$ cat config.mk
export PLATFORM = sky130hd
export DESIGN_NAME = tlhd_list
export DESIGN_NICKNAME = d
export VERILOG_FILES = /design/src/design/tlhd_pkg.sv /design/src/design/tlhd_cell.sv /design/src/design/tlhd_list.sv
export VERILOG_INCLUDE_DIRS = /design/src /design/src/design
export SDC_FILE = /design/constraint.sdc
export NUM_CORES = 2
export LEC_CHECK = 0
export BUFFER_PORTS_ARGS = -buffer_cell sky130_fd_sc_hd__buf_2
export CAP_MARGIN = 10
export CORE_MARGIN = 2
export CORE_UTILIZATION = 50
export CTS_CLUSTER_SIZE = 14
export DETAILED_ROUTE_END_ITERATION = 8
export PLACE_DENSITY = 0.65
export SYNTH_ARGS = -nofsm -noshare
export SYNTH_HDL_FRONTEND = slang
export SYNTH_SLANG_ARGS = --single-unit
$ cat constraint.sdc
create_clock -name i_clk -period 14.5 [get_ports i_clk]
set_input_delay 0.725 -clock i_clk [delete_from_list [all_inputs] [get_ports i_clk]]
set_output_delay 0.725 -clock i_clk [all_outputs]
set_load 0.05 [all_outputs]
$ cat src/design/two_level_lru_hot_data_identifier_defines.svh
// ----------------------------------------------------------------------------
// Two-level LRU hot data identifier: assertion macros
// Immediate-implication and next-cycle checks, compiled out for synthesis.
// ----------------------------------------------------------------------------
`ifndef TWO_LEVEL_LRU_HOT_DATA_IDENTIFIER_DEFINES_SVH
`define TWO_LEVEL_LRU_HOT_DATA_IDENTIFIER_DEFINES_SVH

`ifndef SYNTHESIS
`define TLHD_ASSERT_IMP(label, clk, rst_n, ante, cons) \
    label: assert property (@(posedge clk) disable iff (!(rst_n)) (ante) |-> (cons)) \
        else $error("tlhd check failed");
`define TLHD_ASSERT_NXT(label, clk, rst_n, ante, cons) \
    label: assert property (@(posedge clk) disable iff (!(rst_n)) (ante) |=> (cons)) \
        else $error("tlhd check failed");
`else
`define TLHD_ASSERT_IMP(label, clk, rst_n, ante, cons)
`define TLHD_ASSERT_NXT(label, clk, rst_n, ante, cons)
`endif

`endif

$ cat src/design/tlhd_pkg.sv
// ----------------------------------------------------------------------------
// tlhd_pkg
// Shared types and constants of the two-level LRU hot data identifier.
// ----------------------------------------------------------------------------
package tlhd_pkg;

    localparam int HOT_DEPTH_DEF  = 64;
    localparam int COOL_DEPTH_DEF = 64;
    localparam int PAGE_BITS_DEF  = 32;

    localparam int PAGE_W    = 32;
    localparam int LIMIT_W   = 7;
    localparam int OUTCOME_W = 2;
    localparam int CFG_IDX_W = 2;

    localparam logic OP_WRITE = 1'b0;
    localparam logic OP_QUERY = 1'b1;

    localparam logic [OUTCOME_W-1:0] OUT_HOT_HIT  = 2'd0;
    localparam logic [OUTCOME_W-1:0] OUT_PROMOTED = 2'd1;
    localparam logic [OUTCOME_W-1:0] OUT_COLD     = 2'd2;

    localparam logic [CFG_IDX_W-1:0] REG_HOT_LIMIT  = 2'd0;
    localparam logic [CFG_IDX_W-1:0] REG_COOL_LIMIT = 2'd1;

    // list operation applied in the update cycle
    typedef enum logic [1:0] {
        LC_NONE,
        LC_MOVE,    // hit entry to front, entries ahead of it step back
        LC_REMOVE,  // hit entry leaves, entries behind it step forward
        LC_PUSH     // new entry at front, all step back, tail trimmed to limit
    } t_list_cmd;

    typedef struct packed {
        logic take_left;
        logic take_right;
        logic lim_ok;
    } t_cell_ctl;

endpackage

$ cat src/design/tlhd_cell.sv
// ----------------------------------------------------------------------------
// tlhd_cell
// One list slot: holds a page and its valid bit, compares against the key
// and takes its neighbour's contents when the list shifts.
// ----------------------------------------------------------------------------
module tlhd_cell #(
    parameter int PAGE_BITS = tlhd_pkg::PAGE_BITS_DEF
) (
    input  logic                 i_clk,
    input  logic                 i_rst_n,
    input  logic [PAGE_BITS-1:0] i_key,
    input  tlhd_pkg::t_cell_ctl  i_ctl,
    input  logic [PAGE_BITS-1:0] i_left_page,
    input  logic                 i_left_valid,
    input  logic [PAGE_BITS-1:0] i_right_page,
    input  logic                 i_right_valid,
    output logic [PAGE_BITS-1:0] o_page,
    output logic                 o_valid,
    output logic                 o_match
);
    import tlhd_pkg::*;

    logic [PAGE_BITS-1:0] r_page;
    logic [PAGE_BITS-1:0] n_page;
    logic                 r_valid;
    logic                 n_valid;

    always_comb begin
        n_page  = r_page;
        n_valid = r_valid;
        if (i_ctl.take_left) begin
            n_page  = i_left_page;
            n_valid = i_left_valid & i_ctl.lim_ok;
        end else if (i_ctl.take_right) begin
            n_page  = i_right_page;
            n_valid = i_right_valid;
        end
    end

    always_ff @(posedge i_clk) begin
        if (!i_rst_n) begin
            r_valid <= 1'b0;
        end else begin
            r_valid <= n_valid;
        end
    end

    always_ff @(posedge i_clk) begin
        r_page <= n_page;
    end

    assign o_page  = r_page;
    assign o_valid = r_valid;
    assign o_match = r_valid && (r_page == i_key);

endmodule

$ cat src/design/tlhd_list.sv
// ----------------------------------------------------------------------------
// tlhd_list
// Recency list as a row of cells, front at cell 0. Match vector is
// registered each cycle; the command then shifts the row in one step.
// ----------------------------------------------------------------------------
`include "two_level_lru_hot_data_identifier_defines.svh"

module tlhd_list #(
    parameter int DEPTH     = tlhd_pkg::HOT_DEPTH_DEF,
    parameter int PAGE_BITS = tlhd_pkg::PAGE_BITS_DEF,
    parameter int LIM_W     = $clog2(DEPTH + 1)
) (
    input  logic                 i_clk,
    input  logic                 i_rst_n,
    input  logic [PAGE_BITS-1:0] i_key,
    input  tlhd_pkg::t_list_cmd  i_cmd,
    input  logic [LIM_W-1:0]     i_limit,
    output logic                 o_hit
);
    import tlhd_pkg::*;

    logic [PAGE_BITS-1:0] w_page  [DEPTH];
    logic [DEPTH-1:0]     w_valid;
    logic [DEPTH-1:0]     w_match;
    logic [DEPTH-1:0]     r_match;
    logic                 r_hit;
    logic [DEPTH-1:0]     w_sel_up;
    logic [DEPTH-1:0]     w_sel_down;

    // one-hot match at index h: up covers 0..h, down covers h..end
    assign w_sel_up   = r_match | (r_match - DEPTH'(1));
    assign w_sel_down = ~(r_match - DEPTH'(1));

    always_ff @(posedge i_clk) begin
        if (!i_rst_n) begin
            r_match <= '0;
            r_hit   <= 1'b0;
        end else begin
            r_match <= w_match;
            r_hit   <= |w_match;
        end
    end

    genvar k;
    generate
        for (k = 0; k < DEPTH; k++) begin : g_cell
            logic [PAGE_BITS-1:0] w_lp;
            logic                 w_lv;
            logic [PAGE_BITS-1:0] w_rp;
            logic                 w_rv;
            t_cell_ctl            w_ctl;

            always_comb begin
                w_ctl = '0;
                case (i_cmd)
                    LC_MOVE: begin
                        w_ctl.take_left = w_sel_up[k];
                        w_ctl.lim_ok    = 1'b1;
                    end
                    LC_REMOVE: begin
                        w_ctl.take_right = w_sel_down[k];
                    end
                    LC_PUSH: begin
                        w_ctl.take_left = 1'b1;
                        w_ctl.lim_ok    = (LIM_W'(k) < i_limit);
                    end
                    default: begin
                        w_ctl = '0;
                    end
                endcase
            end

            if (k == 0) begin : g_front
                assign w_lp = i_key;
                assign w_lv = 1'b1;
            end else begin : g_mid
                assign w_lp = w_page[k-1];
                assign w_lv = w_valid[k-1];
            end

            if (k == DEPTH - 1) begin : g_tail
                assign w_rp = '0;
                assign w_rv = 1'b0;
            end else begin : g_inner
                assign w_rp = w_page[k+1];
                assign w_rv = w_valid[k+1];
            end

            tlhd_cell #(
                .PAGE_BITS (PAGE_BITS)
            ) u_cell (
                .i_clk         (i_clk),
                .i_rst_n       (i_rst_n),
                .i_key         (i_key),
                .i_ctl         (w_ctl),
                .i_left_page   (w_lp),
                .i_left_valid  (w_lv),
                .i_right_page  (w_rp),
                .i_right_valid (w_rv),
                .o_page        (w_page[k]),
                .o_valid       (w_valid[k]),
                .o_match       (w_match[k])
            );
        end
    endgenerate

    assign o_hit = r_hit;

    // pages are unique within a list
    `TLHD_ASSERT_IMP(a_match_unique, i_clk, i_rst_n, 1'b1, $onehot0(r_match))
    // valid entries always form an unbroken run from the front
    `TLHD_ASSERT_IMP(a_valid_prefix, i_clk, i_rst_n, 1'b1,
        $onehot({1'b0, w_valid} + (DEPTH + 1)'(1)))
    `TLHD_ASSERT_NXT(a_push_front, i_clk, i_rst_n, i_cmd == LC_PUSH, w_valid[0])

endmodule

Word-level counts from Yosys, hierarchy flattened
Index checks and enable logic that the tools add are counted.
- register bits after elaboration: 2177
- bits in latches: 0
- RAM bits: 0
- memory bits (read-only): 0
- input bits: 43
- output and inout port bits: 1
- word-level logic and storage cells: 904
- memories kept: 0
- add/sub/neg operators: 1
- $mul: 0
- divide/modulo/power cells: 0
- order comparisons: 64
- equal/unequal tests: 67
- shifts and indexed selects: 0
- multiplexer cells: 448
- bitwise gates (word level): 65
- reduce and logical (&&, ||, !) cells: 129
- operators with widths (operator ; count):
    two-way mux 32 bit ; 128
    equality test 32 bit ; 64
    one-hot mux 1 bit (2 select lines) ; 128
    less-than comparator 6 x 7 -> 1 bit (first input constant) ; 32
    two-way mux 1 bit ; 192
    nonzero test 2 bit ; 64
    less-than comparator 5 x 7 -> 1 bit (first input constant) ; 16
    logical AND 1 bit ; 64
    NOT 64 bit ; 1
    bitwise OR 64 bit ; 1
    OR reduction 64 bit ; 1
    subtractor 64 x 1 -> 64 bit (second input constant) ; 1
    AND 1 bit ; 63
    less-than comparator 4 x 7 -> 1 bit (first input constant) ; 8
    less-than comparator 3 x 7 -> 1 bit (first input constant) ; 4
    less-than comparator 1 x 7 -> 1 bit (first input constant) ; 2
    less-than comparator 2 x 7 -> 1 bit (first input constant) ; 2
    equality test 2 bit (second input constant) ; 2
    equality test 2 x 1 -> 1 bit (second input constant) ; 1

Depth between registers and ports, before layout
- word-level depth: 5
- mapped depth: 16
- depth with buffers taken out: 15

By module
A second synthesis with hierarchy kept.
- cell total of the unflattened synthesis: 8239
- area, all modules: 117048.5 um^2
- by module, submodules not included (module ; times used ; cells an instance ; area an instance (um^2) ; seq. area each (um^2)):
    tlhd_cell ; 64 ; 118 ; 1749.2 ; 980.9
    tlhd_list ; 1 ; 687 ; 5101.1 ; 1301.2

Worst setup path after synthesis
Ideal clock, no wire load.
- kind: register -> register
- start point: register r_match[0]
- end point: register g_cell[28].u_cell.r_page[0], enable pin
- library setup time: 0.471 ns
- data arrival time: 5.145 ns
- required time: 14.029 ns
- setup slack: 8.884 ns
- cell stages (with the launch flop): 11
- path buffers: 0
- period minus slack after synthesis: 5.616 ns
- cell sequence: dfxtp_1 inv_1 ha_1 or3b_2 nor4_4 nor4b_4 nand2_1 or4_1 or3_1 ha_1 o21ai_0
- cells in the longest elaborated chain, start to end: 4
- elaborated cells on any way between the ends: 6
- those cells by class: 1 x add/sub; 2 x mux; 2 x bitwise; 1 x reduce/logical
- ends and longest elaborated chain (item ; RTL line ; RTL):
    start: declaration ; tlhd_list.sv:25 ; logic [DEPTH-1:0] r_match;
    start signal: assignment ; tlhd_list.sv:39 ; r_match <= w_match;
    subtractor 64 x 1 -> 64 bit * ; tlhd_list.sv:31, tlhd_list.sv:32 ;
    bitwise OR 64 bit / NOT 64 bit (equally long branches) ; tlhd_list.sv:31, tlhd_list.sv:32 ;
    one-hot mux 1 bit (2 select lines) / two-way mux 1 bit (equally long branches) ; tlhd_list.sv:55 ; case (i_cmd)
    nonzero test 2 bit (no line) * ; -- ;
    end signal: assignment ; tlhd_cell.sv:49 ; r_page <= n_page;
    end: declaration ; tlhd_cell.sv:23 ; logic [PAGE_BITS-1:0] r_page;
Mark *: on every way between the ends. The rest lies on a longest branch, timed or not.
A chain may end at the register's enable or synchronous reset.

Worst setup path after layout
- start point: register r_match[0]
- end point: register g_cell[50].u_cell.r_page[7], enable pin
- cells in the longest elaborated chain, start to end: 4
- elaborated cells on any way between the ends: 6
- those cells by class: 1 x add/sub; 2 x mux; 2 x bitwise; 1 x reduce/logical
- ends and longest elaborated chain (item ; RTL line):
    subtractor 64 x 1 -> 64 bit * ; tlhd_list.sv:31, tlhd_list.sv:32
    bitwise OR 64 bit / NOT 64 bit (equally long branches) ; tlhd_list.sv:31, tlhd_list.sv:32
    one-hot mux 1 bit (2 select lines) / two-way mux 1 bit (equally long branches) ; tlhd_list.sv:55
    nonzero test 2 bit (no line) * ; --
    end signal: assignment ; tlhd_cell.sv:49
    end: declaration ; tlhd_cell.sv:23
Marked as above.

==> results_dict.tcl <==
set metrics [dict create \
    initial_standard_cell_utilization_of_the_core 0.502 \
    setup.worst_path.start "r_match[0]$_SDFF_PN0_" \
    critical_path_peak_fanout 34 \
    critical_register_to_register_path_startpoint "r_match[0]$_SDFF_PN0_" \
    clock.fmax_mhz 201 \
    yosysWarnings 0 \
    final.setup_skew_ps 73.8 \
    place_hpwl_mm 281 \
    port-buffer-count 43 \
    synthCells 8485 \
    clock_tree.buffer_depth 3 \
    grt_use_total 0.322 \
    first_global_vias 72800 \
    detailroute.via_count 74700 \
    postPlaceCellArea_sq_um 121000 \
    synth_async_sr_flop_share 0 \
    post-cts-setup-buffers 0 \
    numClockSinks 2177 \
    antenna_found_initial 18 \
    numCtsBuffers 233 \
    final_weighted_congestion_in_routability_driven_placement 0.968 \
    timing.hold.worst.start "i_rst_n" \
    ant_nets 0 \
    min_path_type "input pin to flip-flop" \
    tritoncts_clock_tree "yes" \
    yosys_most_used_dff "edfxtp_1" \
    wl_mm 390 \
    worst_slew_pin_slew_ps 1260 \
    worst_ep_required_time_ps 14960 \
    worst-endpoint-arrival_ps 5430 \
    yosys.area.top_type_share 0.528 \
    tns_ps 0 \
    leading_cell_type_by_number_of_instances_after_synthesis "edfxtp_1" \
    initialDrtViolationCount 9919 \
    category_of_the_worst_setup_path_capture_point "flip-flop" \
    critical_path_source_type "flip-flop" \
    synth_largest_area_cell "edfxtp_1" \
    syn_area_per_cell_sq_um 13.7 \
    setup_viol_count_final 0 \
    fin_nets 8564 \
    worst_hold_slack_ps 223 \
    routed_wire_per_std_cell_um 33.3 \
    drive_gt1_frac 0.306 \
    io-pin-count 44 \
    timing.max_cap.violations 0 \
    flow.area_growth_from_synthesis_pct 10.3 \
    final_area_sq_um 128000 \
    instances_no_fill 11700 \
    layout_worst_path_cycle_share 0.343 \
    grt_max_degree 80 \
    post-route-drc-count 0 \
    placementRows 177 \
    final-hold-violation-count 0 \
    synth_sequential_area_ratio 0.550 \
    synth_cell_types 65 \
    total_gr_overflow 0 \
    drt_pass1_iterations 7 \
    fp.dieArea_sq_um 237000 \
    syn_nets 8592 \
    synth.top_cells.by_area "edfxtp_1 (53%), mux2_2 (19%), xnor2_1 (13%)" \
    floorplan.die.width_um 487 \
    postCtsResizedCells 0 \
    finalCriticalPeriod_ps 4970 \
    die_h_um 487 \
    critical_path_class "flip-flop to flip-flop" \
    fp.coreArea_sq_um 232000 \
    setup_repair_after_global_routing_missed_its_margin "false" \
    path_clk_slew_ps 60 \
    number_of_slew_limit_violations_in_the_final_report 0 \
    place_ws_ps 9200 \
    post-layout-total-power_mw 16.2 \
    finish.utilization 0.553 \
    max-slew-margin-rel 0.156 \
    status "finished clean" \
    worst_case_vdd_ir_drop_uv 112 \
    place.detailed.instances 11300 \
    post_layout_worst_setup_margin_ps 9530 \
    number_of_flops_mapped_to_enable_cells_by_yosys 2048 \
    synth_seq_cells 2177 \
    p_per_area_nw_per_um2 126 \
    cts-hold-fix-buffers 0 \
    ys_top_cells_by_count "edfxtp_1 (2048), mux2_2 (1995), xnor2_1 (1764), nand4_1 (414), clkbuf_1 (360)" \
    post_drt_via_cell_ratio 6.38 \
    cts_max_level 4 \
    worstSkewPairLatency_ps 910 \
    grt_pass1_wl_mm 551 \
    synth.cell_area_sq_um 116000 \
    static-leakage-power_nw 41.9 \
    root_buffer "clkbuf_16" \
]
==> critical path, stage by stage (launching register included) <==
cell	delay, ps
dfxtp_1	360
inv_1	80
ha_1	150
or3b_2	510
nor4_4	320
nor4b_4	530
nand4_1	440
nor2_1	260
and4_1	510
inv_1	90
ha_1	320
o21ai_4	940
==> layout make-up <==
cell class	count	area [sq um]
repair buffers	214	1760
diodes	10	25.0
well taps	3043	3810
clock buffers	300	6170
clock inverters	132	1260
flip-flops and latches	2177	64100
multi-input cells	5681	50700
fillers	19100	104000
inverters	150	567
==> per-layer routing <==
layer | vias to the layer above | global-route usage | part of all wire
li1 | 31300 | - | -
met5 | - | 0 | 0.000090
met1 | 38700 | 0.467 | 0.42
met4 | 6 | 0.108 | 0.036
met2 | 4078 | 0.495 | 0.45
met3 | 651 | 0.0476 | 0.087
==> final timing paths <==
path	end	slack, ps	cells after the start
setup reg to reg	g_cell[50].u_cell.o_page[7]$_DFFE_PP_	9530	11
hold / removal	g_cell[17].u_cell.o_valid$_SDFFE_PN0P_	220	2
setup / recovery	g_cell[50].u_cell.o_page[7]$_DFFE_PP_	9530	11
hold reg to reg	g_cell[62].u_cell.o_valid$_SDFFE_PN0P_	550	2
==> cells by family after synthesis <==
family | after synthesis | share of synthesized area
xor+xnor | 2032 | 0.153
mux | 1999 | 0.193
fa+ha+maj | 64 | 0.00688
buf+inv | 627 | 0.0207
simple gates | 1295 | 0.0607
compound gates | 291 | 0.0151
flops | 2177 | 0.550
==> placed cells by master (no fill, tap or decap), types with 33 or more instances in the layout <==
| master | Yosys | layout |
|---|---|---|
| clkbuf_16 | 0 | 233 |
| and3_1 | 54 | 54 |
| xor2_1 | 268 | 268 |
| a21oi_1 | 61 | 61 |
| clkbuf_1 | 360 | 58 |
| xnor2_1 | 1764 | 1764 |
| nor2_1 | 154 | 154 |
| nor4_1 | 137 | 137 |
| nand2b_1 | 33 | 33 |
| mux2_2 | 1995 | 1995 |
| nand2_1 | 204 | 199 |
| o21ai_2 | 0 | 51 |
| nand4_1 | 414 | 414 |
| buf_4 | 0 | 175 |
| clkinv_2 | 0 | 39 |
| and2_1 | 35 | 35 |
| nand3_1 | 140 | 140 |
| clkinv_1 | 0 | 53 |
| edfxtp_1 | 2048 | 2048 |
| dfxtp_1 | 129 | 129 |
| ha_1 | 64 | 64 |
| inv_1 | 148 | 147 |
| a211oi_1 | 52 | 52 |
| o21ai_4 | 0 | 49 |
| nor3_1 | 80 | 80 |
==> registers in the layout (all words and copies together), names as in the netlist <==
signal / flops
r_match: 64
o_hit: 1
g_cell.u_cell.o_page: 2048
g_cell.u_cell.o_valid: 64
==> where the power goes <==
group	internal (mW)	leakage, nW	total [mW]	switching (mW)
Combinational	1.02	17.2	2.08	1.06
Clock	3.26	3.59	5.90	2.64
Sequential	7.54	21.1	8.25	0.703
No activity file was read; power rests on OpenSTA's default activity.
